<file path="src/rtl/core/ipdf_pkg.sv">
`timescale 1ns / 1ps
// ----------------------------------------------------------------------------
// ipdf_pkg: shared types and constants of the distance follower
// Register map, drive mode codes, fixed widths and the output scaling
// constants used by the PID stage, the drive stage and the checker.
// ----------------------------------------------------------------------------
package ipdf_pkg;

    // Field widths
    localparam int DIST_W  = 13;
    localparam int GAIN_W  = 16;
    localparam int ERR_W   = 14;
    localparam int ACC_W   = 32;
    localparam int CLAMP_W = 11;
    localparam int SPEED_W = 10;
    localparam int MODE_W  = 2;

    // Register indexes (byte address 4*index)
    localparam logic [2:0] REG_GAIN_P   = 3'd0;
    localparam logic [2:0] REG_GAIN_I   = 3'd1;
    localparam logic [2:0] REG_GAIN_D   = 3'd2;
    localparam logic [2:0] REG_TARGET   = 3'd3;
    localparam logic [2:0] REG_DEADBAND = 3'd4;

    // Register reset values
    localparam logic signed [GAIN_W-1:0] GAIN_P_RESET   = 16'sd1280;
    localparam logic signed [GAIN_W-1:0] GAIN_I_RESET   = 16'sd0;
    localparam logic signed [GAIN_W-1:0] GAIN_D_RESET   = 16'sd0;
    localparam logic [DIST_W-1:0]        TARGET_RESET   = 13'd150;
    localparam logic [DIST_W-1:0]        DEADBAND_RESET = 13'd10;

    // Drive mode codes
    localparam logic [MODE_W-1:0] MODE_STOP     = 2'd0;
    localparam logic [MODE_W-1:0] MODE_FORWARD  = 2'd1;
    localparam logic [MODE_W-1:0] MODE_BACKWARD = 2'd2;
    localparam logic [MODE_W-1:0] MODE_UNUSED   = 2'd3;

    // Output clamp and base speed
    localparam logic signed [CLAMP_W-1:0] OUT_LIMIT  = 11'sd1000;
    localparam logic signed [SPEED_W-1:0] BASE_SPEED = 10'sd100;

    // x/5 for x <= 2000 as (x * 52429) >> 18, exact over that range
    localparam logic [15:0] DIV5_RECIP = 16'd52429;
    localparam int          DIV5_SHIFT = 18;

    typedef struct packed {
        logic signed [GAIN_W-1:0] gain_p;
        logic signed [GAIN_W-1:0] gain_i;
        logic signed [GAIN_W-1:0] gain_d;
    } gains_t;

    typedef struct packed {
        logic [MODE_W-1:0]         mode;
        logic signed [SPEED_W-1:0] speed;
        logic signed [CLAMP_W-1:0] clamped;
    } result_t;

endpackage

</file>
<file path="src/rtl/core/ipdf_pid.sv">
`timescale 1ns / 1ps
// ----------------------------------------------------------------------------
// ipdf_pid: incremental PID step
// Forms the new error and the updated, saturated integer accumulator from
// one distance, the gains and the two previous errors.
// ----------------------------------------------------------------------------
module ipdf_pid
(
    input  logic [ipdf_pkg::DIST_W-1:0]        distance,
    input  logic [ipdf_pkg::DIST_W-1:0]        target,
    input  ipdf_pkg::gains_t                   gains,
    input  logic signed [ipdf_pkg::ERR_W-1:0]  last_err,
    input  logic signed [ipdf_pkg::ERR_W-1:0]  prior_err,
    input  logic signed [ipdf_pkg::ACC_W-1:0]  acc,
    output logic signed [ipdf_pkg::ERR_W-1:0]  err_new,
    output logic signed [ipdf_pkg::ACC_W-1:0]  acc_new
);

    logic signed [14:0] d_err;      // e - e1
    logic signed [16:0] dd_err;     // e - 2*e1 + e2
    logic signed [30:0] prod_p;
    logic signed [29:0] prod_i;
    logic signed [32:0] prod_d;
    logic signed [34:0] incr;
    logic signed [40:0] total;
    logic signed [32:0] shifted;
    logic signed [32:0] quot;
    logic               round_up;

    // Error and its differences
    assign err_new = $signed({1'b0, target}) - $signed({1'b0, distance});
    assign d_err   = 15'(err_new) - 15'(last_err);
    assign dd_err  = 17'(err_new) - (17'(last_err) <<< 1) + 17'(prior_err);

    // Three gain products, summed in units of 1/256
    assign prod_p = 31'(gains.gain_p) * 31'(d_err);
    assign prod_i = 30'(gains.gain_i) * 30'(err_new);
    assign prod_d = 33'(gains.gain_d) * 33'(dd_err);
    assign incr   = 35'(prod_p) + 35'(prod_i) + 35'(prod_d);

    // acc*256 + increment, divided by 256 toward zero
    assign total    = (41'(acc) <<< 8) + 41'(incr);
    assign shifted  = 33'(total >>> 8);
    assign round_up = total[40] & (|total[7:0]);
    assign quot     = shifted + $signed({32'd0, round_up});

    // Saturate to the 32-bit range
    always_comb
    begin
        if (quot[32] == quot[31])
        begin
            acc_new = quot[31:0];
        end
        else if (!quot[32])
        begin
            acc_new = {1'b0, {(ipdf_pkg::ACC_W-1){1'b1}}};
        end
        else
        begin
            acc_new = {1'b1, {(ipdf_pkg::ACC_W-1){1'b0}}};
        end
    end

endmodule

</file>
<file path="src/rtl/core/ipdf_drive.sv">
`timescale 1ns / 1ps
// ----------------------------------------------------------------------------
// ipdf_drive: output clamp, 0.4 scaling and drive choice
// Clamps the accumulator to +/-1000, scales it by 2/5 toward zero and
// picks stop, forward or backward from the error and the dead band.
// ----------------------------------------------------------------------------
module ipdf_drive
(
    input  logic signed [ipdf_pkg::ACC_W-1:0] acc,
    input  logic signed [ipdf_pkg::ERR_W-1:0] err,
    input  logic [ipdf_pkg::DIST_W-1:0]       dead_band,
    output ipdf_pkg::result_t                 res
);

    logic signed [ipdf_pkg::CLAMP_W-1:0] clamped;
    logic signed [ipdf_pkg::CLAMP_W-1:0] mag_s;
    logic [9:0]                          mag;
    logic [10:0]                         twice;
    logic [26:0]                         prod;
    logic [8:0]                          quot;
    logic signed [ipdf_pkg::SPEED_W-1:0] scaled;
    logic signed [14:0]                  err_x;
    logic signed [14:0]                  band;

    // Clamp
    always_comb
    begin
        if (acc > 32'(ipdf_pkg::OUT_LIMIT))
        begin
            clamped = ipdf_pkg::OUT_LIMIT;
        end
        else if (acc < -32'(ipdf_pkg::OUT_LIMIT))
        begin
            clamped = -ipdf_pkg::OUT_LIMIT;
        end
        else
        begin
            clamped = acc[ipdf_pkg::CLAMP_W-1:0];
        end
    end

    // |x|*2/5 by reciprocal, sign put back afterwards (truncation toward zero)
    assign mag_s  = clamped[ipdf_pkg::CLAMP_W-1] ? -clamped : clamped;
    assign mag    = mag_s[9:0];
    assign twice  = {mag, 1'b0};
    assign prod   = 27'(twice) * 27'(ipdf_pkg::DIV5_RECIP);
    assign quot   = prod[26:ipdf_pkg::DIV5_SHIFT];
    assign scaled = clamped[ipdf_pkg::CLAMP_W-1] ? -$signed({1'b0, quot})
                                                 : $signed({1'b0, quot});

    // Dead band decision
    assign err_x = 15'(err);
    assign band  = $signed({2'b00, dead_band});

    always_comb
    begin
        res.clamped = clamped;
        if (err_x < -band)
        begin
            res.mode  = ipdf_pkg::MODE_FORWARD;
            res.speed = ipdf_pkg::BASE_SPEED + scaled;
        end
        else if (err_x > band)
        begin
            res.mode  = ipdf_pkg::MODE_BACKWARD;
            res.speed = -ipdf_pkg::BASE_SPEED - scaled;
        end
        else
        begin
            res.mode  = ipdf_pkg::MODE_STOP;
            res.speed = '0;
        end
    end

endmodule

</file>
<file path="src/rtl/core/incremental_pid_distance_follower.sv">
`timescale 1ns / 1ps
// An accepted input item passes the input register, the PID stage registers and
// the result register to m_axis. Throughput: one item per cycle unless m_axis_tready
// stalls; the PID stage closes its accumulator and error feedback loop combinationally.
// Reset: rst_n clears all valid flags and the error and accumulator state to
// zero, and loads the register reset values (gain_p 5.0, target 150, band 10).
// ----------------------------------------------------------------------------
// incremental_pid_distance_follower: top level
// Input register, PID stage holding the controller state, and a result
// register fed by the clamp/scale/drive logic, with an APB register port.
// ----------------------------------------------------------------------------
module incremental_pid_distance_follower
(
    input  logic        clk,
    input  logic        rst_n,
    // APB configuration
    input  logic        psel,
    input  logic        penable,
    input  logic        pwrite,
    input  logic [4:0]  paddr,
    input  logic [31:0] pwdata,
    output logic [31:0] prdata,
    output logic        pready,
    // Input items
    input  logic        s_axis_tvalid,
    output logic        s_axis_tready,
    input  logic [15:0] s_axis_tdata,   // [12:0] measured_distance, [15:13] zero
    // Result items
    output logic        m_axis_tvalid,
    input  logic        m_axis_tready,
    output logic [23:0] m_axis_tdata    // [10:0] clamped_output, [20:11] wheel_speed,
                                        // [22:21] drive_mode, [23] zero
);

    ipdf_pkg::gains_t                   gains_reg;
    logic [ipdf_pkg::DIST_W-1:0]        target_reg;
    logic [ipdf_pkg::DIST_W-1:0]        band_reg;

    logic                               in_valid_reg;
    logic [ipdf_pkg::DIST_W-1:0]        dist_reg;
    logic                               pid_valid_reg;
    logic signed [ipdf_pkg::ERR_W-1:0]  last_err_reg;
    logic signed [ipdf_pkg::ERR_W-1:0]  prior_err_reg;
    logic signed [ipdf_pkg::ACC_W-1:0]  acc_reg;
    logic                               out_valid_reg;
    ipdf_pkg::result_t                  res_reg;

    logic signed [ipdf_pkg::ERR_W-1:0]  err_next;
    logic signed [ipdf_pkg::ACC_W-1:0]  acc_next;
    ipdf_pkg::result_t                  res_next;
    logic                               cfg_write;
    logic                               out_load;
    logic                               pid_load;
    logic                               in_load;

    // Register port
    assign pready    = 1'b1;
    assign cfg_write = psel & penable & pwrite & pready;

    always_ff @(posedge clk or negedge rst_n)
    begin
        if (!rst_n)
        begin
            gains_reg.gain_p <= ipdf_pkg::GAIN_P_RESET;
            gains_reg.gain_i <= ipdf_pkg::GAIN_I_RESET;
            gains_reg.gain_d <= ipdf_pkg::GAIN_D_RESET;
            target_reg       <= ipdf_pkg::TARGET_RESET;
            band_reg         <= ipdf_pkg::DEADBAND_RESET;
        end
        else if (cfg_write)
        begin
            unique case (paddr[4:2])
                ipdf_pkg::REG_GAIN_P:   gains_reg.gain_p <= pwdata[15:0];
                ipdf_pkg::REG_GAIN_I:   gains_reg.gain_i <= pwdata[15:0];
                ipdf_pkg::REG_GAIN_D:   gains_reg.gain_d <= pwdata[15:0];
                ipdf_pkg::REG_TARGET:   target_reg       <= pwdata[12:0];
                ipdf_pkg::REG_DEADBAND: band_reg         <= pwdata[12:0];
                default:                ;
            endcase
        end
    end

    // Read-back
    always_comb
    begin
        unique case (paddr[4:2])
            ipdf_pkg::REG_GAIN_P:   prdata = 32'(gains_reg.gain_p);
            ipdf_pkg::REG_GAIN_I:   prdata = 32'(gains_reg.gain_i);
            ipdf_pkg::REG_GAIN_D:   prdata = 32'(gains_reg.gain_d);
            ipdf_pkg::REG_TARGET:   prdata = {19'd0, target_reg};
            ipdf_pkg::REG_DEADBAND: prdata = {19'd0, band_reg};
            default:                prdata = '0;
        endcase
    end

    // Stage flow: each stage loads when empty or when its item moves on
    assign out_load      = ~out_valid_reg | m_axis_tready;
    assign pid_load      = ~pid_valid_reg | out_load;
    assign in_load       = ~in_valid_reg | pid_load;
    assign s_axis_tready = in_load;

    // Input register
    always_ff @(posedge clk or negedge rst_n)
    begin
        if (!rst_n)
        begin
            in_valid_reg <= 1'b0;
        end
        else if (in_load)
        begin
            in_valid_reg <= s_axis_tvalid;
        end
    end

    always_ff @(posedge clk)
    begin
        if (in_load && s_axis_tvalid)
        begin
            dist_reg <= s_axis_tdata[ipdf_pkg::DIST_W-1:0];
        end
    end

    // PID stage: controller state advances once per item
    ipdf_pid u_pid
    (
        .distance  (dist_reg),
        .target    (target_reg),
        .gains     (gains_reg),
        .last_err  (last_err_reg),
        .prior_err (prior_err_reg),
        .acc       (acc_reg),
        .err_new   (err_next),
        .acc_new   (acc_next)
    );

    always_ff @(posedge clk or negedge rst_n)
    begin
        if (!rst_n)
        begin
            pid_valid_reg <= 1'b0;
            last_err_reg  <= '0;
            prior_err_reg <= '0;
            acc_reg       <= '0;
        end
        else if (pid_load)
        begin
            pid_valid_reg <= in_valid_reg;
            if (in_valid_reg)
            begin
                prior_err_reg <= last_err_reg;
                last_err_reg  <= err_next;
                acc_reg       <= acc_next;
            end
        end
    end

    // Drive stage into the result register
    ipdf_drive u_drive
    (
        .acc       (acc_reg),
        .err       (last_err_reg),
        .dead_band (band_reg),
        .res       (res_next)
    );

    always_ff @(posedge clk or negedge rst_n)
    begin
        if (!rst_n)
        begin
            out_valid_reg <= 1'b0;
        end
        else if (out_load)
        begin
            out_valid_reg <= pid_valid_reg;
        end
    end

    always_ff @(posedge clk)
    begin
        if (out_load && pid_valid_reg)
        begin
            res_reg <= res_next;
        end
    end

    assign m_axis_tvalid = out_valid_reg;
    assign m_axis_tdata  = {1'b0, res_reg.mode, res_reg.speed, res_reg.clamped};

endmodule

</file>
<file path="config.mk">
export PLATFORM = sky130hd
export DESIGN_NAME = incremental_pid_distance_follower
export DESIGN_NICKNAME = d
export VERILOG_FILES = /design/src/rtl/core/ipdf_pkg.sv /design/src/rtl/core/ipdf_pid.sv /design/src/rtl/core/ipdf_drive.sv /design/src/rtl/core/incremental_pid_distance_follower.sv
export SDC_FILE = /design/constraint.sdc
export NUM_CORES = 2
export LEC_CHECK = 0
export BUFFER_PORTS_ARGS = -buffer_cell sky130_fd_sc_hd__buf_2
export CAP_MARGIN = 20
export CORE_ASPECT_RATIO = 0.5
export CORE_MARGIN = 2
export CORE_UTILIZATION = 30
export CTS_BUF_LIST = sky130_fd_sc_hd__clkbuf_16
export DETAILED_ROUTE_END_ITERATION = 10
export HOLD_SLACK_MARGIN = 0.12
export PLACE_DENSITY = 0.47
export SYNTH_ARGS = -nofsm -noshare
export SYNTH_HDL_FRONTEND = slang
export SYNTH_HIERARCHICAL = 1
export SYNTH_SLANG_ARGS = --single-unit
</file>
<file path="constraint.sdc">
create_clock -name clk -period 18.9 [get_ports clk]
set_input_delay 1.89 -clock clk [delete_from_list [all_inputs] [get_ports clk]]
set_output_delay 1.89 -clock clk [all_outputs]
set_load 0.02 [all_outputs]
</file>
# [Word-level counts from Yosys, hierarchy flattened]
# Cells that the tools add are included.
[classes] magnitude_cmp=4 reduce_logical=10 n_mux=9 eq_ne=5 n_addsub=13 n_mul=4 bitwise=9
[op_table] operator="one-hot mux 32 bit (5 select lines)" n=1
[op_table] operator="two-way mux 32 bit" n=2
[op_table] operator="adder 40 x 35 -> 41 bit" n=1
[op_table] operator="adder 32 x 33 -> 34 bit" n=1
[op_table] operator="adder 33 x 2 -> 33 bit" n=1
[op_table] operator="multiplier 16 x 17 -> 33 bit" n=1
[op_table] operator="adder 31 x 30 -> 32 bit" n=1
[op_table] operator="greater-than comparator 32 x 11 -> 1 bit, second input constant" n=1
[op_table] operator="less-than comparator 32 x 11 -> 1 bit, second input constant" n=1
[op_table] operator="multiplier 16 x 15 -> 31 bit" n=1
[op_table] operator="multiplier 16 x 14 -> 30 bit" n=1
[op_table] operator="two-way mux 10 bit" n=3
[op_table] operator="multiplier 10 x 16 -> 26 bit, second input constant" n=1
[op_table] operator="two-way mux 11 bit" n=2
[op_table] operator="adder 16 x 14 -> 17 bit" n=1
[op_table] operator="subtractor 14 x 15 -> 16 bit" n=1
[op_table] operator="less-than comparator 14 x 15 -> 1 bit" n=1
[op_table] operator="negation 13 -> 15 bit" n=1
[op_table] operator="subtractor 14 x 14 -> 15 bit" n=1
[op_table] operator="greater-than comparator 14 bit" n=1
[op_table] operator="subtractor 13 x 13 -> 14 bit" n=1
[op_table] operator="two-way mux 12 bit" n=1
[op_table] operator="AND reduction 2 bit" n=6
[op_table] operator="adder 8 x 10 -> 10 bit, first input constant" n=1
[op_table] operator="13 further kinds" n=21
[word_totals] inputBits=60 reg_bits=173

# [Longest topological paths before layout]
[logic_depth] word_depth=11 depth_mapped=67 depth_no_buf=64

# [Cells and area by module]
# The synthesis kept the hierarchy.
[by_module_without_submodules] module="ipdf_pid" seq_area_each_um2=0.0 cells_per_inst=3966 instances=1 area_per_inst_um2=35784.3
[by_module_without_submodules] module="incremental_pid_distance_follower" seq_area_each_um2=4519.3 cells_per_inst=438 instances=1 area_per_inst_um2=7025.5
[by_module_without_submodules] module="ipdf_drive" seq_area_each_um2=0.0 cells_per_inst=570 instances=1 area_per_inst_um2=4475.5

# [Least setup slack after synthesis]
# Ideal clock, no wire load.
[synth_path] path_kind="reg2reg" startpoint="register target_reg[0] in the netlist's numbering" endpoint="register acc_reg[11] in the netlist's numbering" synth_period_minus_slack_ps=14268 path_slack_ps=4632 stages_incl_launch_ff=60 path_buffers=5 setup_time_ps=125 t_arrival_ps=14144 cell_sequence="dfrtp_1 > inv_1 > ha_1 > inv_1 > fa_1 > a21o_1 > a21oi_1 > o21ai_0 > a21oi_1 > o21ai_0 > a21oi_1 > nor2b_1 > o21a_1 > o41a_1 > xor2_1 > clkbuf_1 > fa_1 > ha_1 > [24 not listed] > o21bai_1 > o21ai_0 > o32ai_1 > o31ai_1 > a211oi_2 > a21oi_1 > ha_1 > ha_1 > nor3b_1 > nand3_1 > nor4_2 > and4_1 > a311oi_1 > o211ai_2 > nand2_4 > buf_6 > o21ai_2 > mux2_2"
[synth_rtl] item="start: declaration" line_no="incremental_pid_distance_follower.sv:36" source="logic [ipdf_pkg::DIST_W-1:0] target_reg;"
[synth_rtl] item="start signal: assignment" line_no="incremental_pid_distance_follower.sv:67" source="target_reg <= ipdf_pkg::TARGET_RESET;"
[synth_rtl] item="start signal: assignment" line_no="incremental_pid_distance_follower.sv:76" source="ipdf_pkg::REG_TARGET: target_reg <= pwdata[12:0];"
[synth_rtl] item="subtractor 13 x 13 -> 14 bit *" line_no="ipdf_pid.sv:31" source="assign err_new = $signed({1'b0, target}) - $signed({1'b0, distance});"
[synth_rtl] item="named net err_next, one bit" line_no="incremental_pid_distance_follower.sv:48" source="logic signed [ipdf_pkg::ERR_W-1:0] err_next;"
[synth_rtl] item="subtractor 14 x 14 -> 15 bit / subtractor 14 x 15 -> 16 bit (equally long branches)" line_no="ipdf_pid.sv:32, ipdf_pid.sv:33"
[synth_rtl] item="multiplier 16 x 15 -> 31 bit / adder 16 x 14 -> 17 bit (equally long branches)" line_no="ipdf_pid.sv:36, ipdf_pid.sv:33"
[synth_rtl] item="adder 31 x 30 -> 32 bit / multiplier 16 x 17 -> 33 bit (equally long branches)" line_no="ipdf_pid.sv:39, ipdf_pid.sv:38"
[synth_rtl] item="adder 32 x 33 -> 34 bit *" line_no="ipdf_pid.sv:39" source="assign incr = 35'(prod_p) + 35'(prod_i) + 35'(prod_d);"
[synth_rtl] item="adder 40 x 35 -> 41 bit *" line_no="ipdf_pid.sv:42" source="assign total = (41'(acc) <<< 8) + 41'(incr);"
[synth_rtl] item="bitwise AND 1 bit" line_no="ipdf_pid.sv:44" source="assign round_up = total[40] & (|total[7:0]);"
[synth_rtl] item="adder 33 x 2 -> 33 bit *" line_no="ipdf_pid.sv:45" source="assign quot = shifted + $signed({32'd0, round_up});"
[synth_rtl] item="two-way mux 32 bit / equality test 1 bit (equally long branches)" line_no="ipdf_pid.sv:54, ipdf_pid.sv:50"
[synth_rtl] item="two-way mux 32 bit *" line_no="ipdf_pid.sv:50" source="if (quot[32] == quot[31])"
[synth_rtl] item="named net acc_next, one bit" line_no="incremental_pid_distance_follower.sv:49" source="logic signed [ipdf_pkg::ACC_W-1:0] acc_next;"
[synth_rtl] item="end signal: assignment" line_no="incremental_pid_distance_follower.sv:152" source="acc_reg <= acc_next;"
[synth_rtl] item="end: declaration" line_no="incremental_pid_distance_follower.sv:44" source="logic signed [ipdf_pkg::ACC_W-1:0] acc_reg;"
# Mark *: on every way through the listed nets, which the timed path passes. The rest lies on a longest branch.
# A chain may end at the register's enable or synchronous reset.

# [Final worst setup path]
[layout_path] startpoint="register target_reg[1] in the netlist's numbering" endpoint="register acc_reg[2] in the netlist's numbering"
# Same word-level chain as after synthesis.

==> results.ini <==
[setup_path]
path_max_fanout = 28
crit_required_ns = 19.29
worst_setup_path_start_kind = flop
crit_family = compound AO/OA/AOI/OAI gates
cp_slowest_stage_delay_ns = 0.76
crit_top_cell = fa_1
ff2ff_setup_slack_ns = 1.39
critPathSlowestCell = ha_1
crit_path_end_kind = flop
critical_path_arrival_ns = 17.90
r2r-end = acc_reg[2]
reg2reg_from = target_reg[1]
r2r_cells = 55
path_buf_inv = 6
path_class = reg2reg

[clocking]
cts_resized = 0
cts_setup_buffers = 0
cts_root_buf = clkbuf_16
clockBufferDepth = 2
insertion_delay_ns = 0.52
cts_sinks = 173
numCtsBuffers = 17
htree_num_levels = 4
cts_hold_buf = 0
clk_pin_slew_ns = 0.10
cts_tree = built

[die]
start_util = 0.304
die_x_um = 565
die_h_um = 285
ios = 119
die_area_mm2 = 0.161
core_mm2 = 0.156
rows = 102

[synthesis]
synth_edf_count = 36
syn_nets = 6388
synth_commonest_cells = 1256 x inv_1, 1001 x fa_1, 525 x nand2_1, 353 x ha_1, 254 x and2_1
netlist_top_cells_area = fa_1 42%, inv_1 10%, ha_1 9.3%, dfrtp_1 6.8%, nand2_1 4.2%
synthXorXnorAreaFrac = 0.0248
synth_compound_area_frac = 0.0703
synth_top_cell_by_area = fa_1
avgSynthCellArea_um2 = 9.51
synthArstFlopShare = 0.792
yosysSeqAreaShare = 0.0956
synth_seq_cells = 173
yosysTopAreaCellShare = 0.424
synth_ff_type = dfrtp_1
yosys.area_share.simple = 0.132
yosysWarnings = 6
syn_inst = 4974
synthMostInstantiatedCell = inv_1
synth_top_family_by_area = adder cells
synth_fa_ha_area_frac = 0.517
netlist_area_mm2 = 0.0473
muxShareOfSynthArea = 0.0423
yosysUniqueCellTypes = 115

[layout]
fillers = 16033
drive_gt1_frac = 0.0928
largest_register_ffs = 48
utilization = 0.327
nets = 6390
area_delta_synth_final_pct = 7.47

[routing]
postRouteAntennaNets = 0
drt_iter0_markers = 1938
drt_pass1_iterations = 5
wl_met3_um = 9320
wl_per_cell_um = 20.3
wirelength_um = 143000
dr_wl_met2_um = 62100
drcViolationCount = 0
viasPerCell = 4.76
dr_total_vias = 33663
met1_length_um = 69600
top_layer = met5

[worst_hold_path]
hold_path.class = reg2reg
hold_end = prior_err_reg[7]
hold_path_depth = 1
hold_start = prior_err_reg[7]

[global_routing]
grt_max_degree = 88
gr-total-overflow = 0
grtUsageTotal = 0.185
antenna_found_initial = 4
grt_pass1_wl_um = 227000
grt_pass1_vias = 37151

[sta]
hold_viol = 0
slew_viol_final = 0
max_freq_mhz = 57.1
fin_ws_ns = 1.39
period_share = 0.926
rsz0062_at_grt = false
relSlewSlack = 0.237
setup_tns_ns = 0
setup_viol = 0
worstMarginPinSlew_ns = 1.14
period_minus_slack_ns = 17.51
skew_ns = 0.0352

[run_status]
status = finished, final reports clean

[placed_design]
dp_hpwl_um = 122000
place_ws_ns = 1.43
gp_congestion = 0.887
port_buffers = 95

[run]
max_cap_violations = 0

[kinds of logic after synthesis]
kind of cell / after synthesis
AOI/OAI and AO/OA: 462
xor gates and xnor gates: 127
adders and majority gates: 1354
buffers and inverters: 1435
DFF: 173
muxes: 177
other: 2
and+or+nand+nor: 1244
[how the worst max path moves through the flow]
stage / from / end / slack, ns / cells past startpoint
5_1_grt: target_reg[1] / acc_reg[2] / 0.29 / 55
2_1_floorplan: target_reg[0] / acc_reg[11] / 4.63 / 59
3_5_place_dp: target_reg[1] / acc_reg[16] / 1.43 / 55
4_1_cts: target_reg[1] / acc_reg[16] / 1.21 / 55
6_report: target_reg[1] / acc_reg[2] / 1.39 / 55
3_3_place_gp: target_reg[1] / acc_reg[24] / 1.53 / 55
[through the flow]
step,instance area (um^2),cells,hold WS [ns]
after floorplan,47300,4974,0.457
after global placement,50100,7032,0.491
after detailed placement,50100,7034,0.496
after CTS,50700,7066,0.515
after global routing,50800,7069,0.537
final,50800,7074,0.516
[per-layer routing]
| metal | vias to the layer above | GRT usage |
|---|---|---|
| met3 | 111 | 0.0381 |
| li1 | 15156 | - |
| met2 | 783 | 0.280 |
| met4 | 2 | 0.0338 |
| met1 | 17611 | 0.273 |
| met5 | - | 0 |
[cells in the final DEF (no fill, tap or decap), types with 13 or more instances in the layout]
cell type | Yosys | layout
buf_2 | 15 | 94
nand2_1 | 525 | 524
and2_1 | 254 | 254
dfrtp_1 | 129 | 129
fa_1 | 1001 | 1001
a22oi_1 | 13 | 13
o21ai_0 | 82 | 82
nor3_1 | 32 | 32
clkbuf_16 | 0 | 17
nor2b_1 | 52 | 52
nand2b_1 | 61 | 61
edfxtp_1 | 36 | 36
a21o_1 | 42 | 42
nand4_1 | 22 | 22
ha_1 | 353 | 353
buf_4 | 26 | 60
xor2_1 | 49 | 47
a32oi_1 | 15 | 15
xnor2_1 | 71 | 61
a21oi_1 | 95 | 94
nand3_1 | 61 | 61
or2_2 | 16 | 16
and4_1 | 13 | 13
a211oi_1 | 14 | 14
and3_1 | 28 | 28
mux2_2 | 144 | 144
nor2_1 | 110 | 108
inv_1 | 1256 | 1257
o21a_1 | 18 | 17
nor4_1 | 20 | 20
o21ai_2 | 19 | 19
o211ai_1 | 21 | 21
mux2i_1 | 23 | 23
[area by class of cell]
cell class / instances / area (um^2) / share of cell area
inverters: 1258 / 4720 / 0.0929
flip-flops and latches: 173 / 4520 / 0.0889
well taps: 2080 / 2600 / 0.0512
diodes: 5 / 12.5 / 0.000246
clock inverters: 15 / 168 / 0.00330
clock buffers: 17 / 425 / 0.00837
repair buffers: 160 / 1050 / 0.0207
multi-input cells: 3366 / 37300 / 0.734
Power is not shown: default switching activity piles up to over one toggle a cycle in this logic, so the estimate is an artifact.
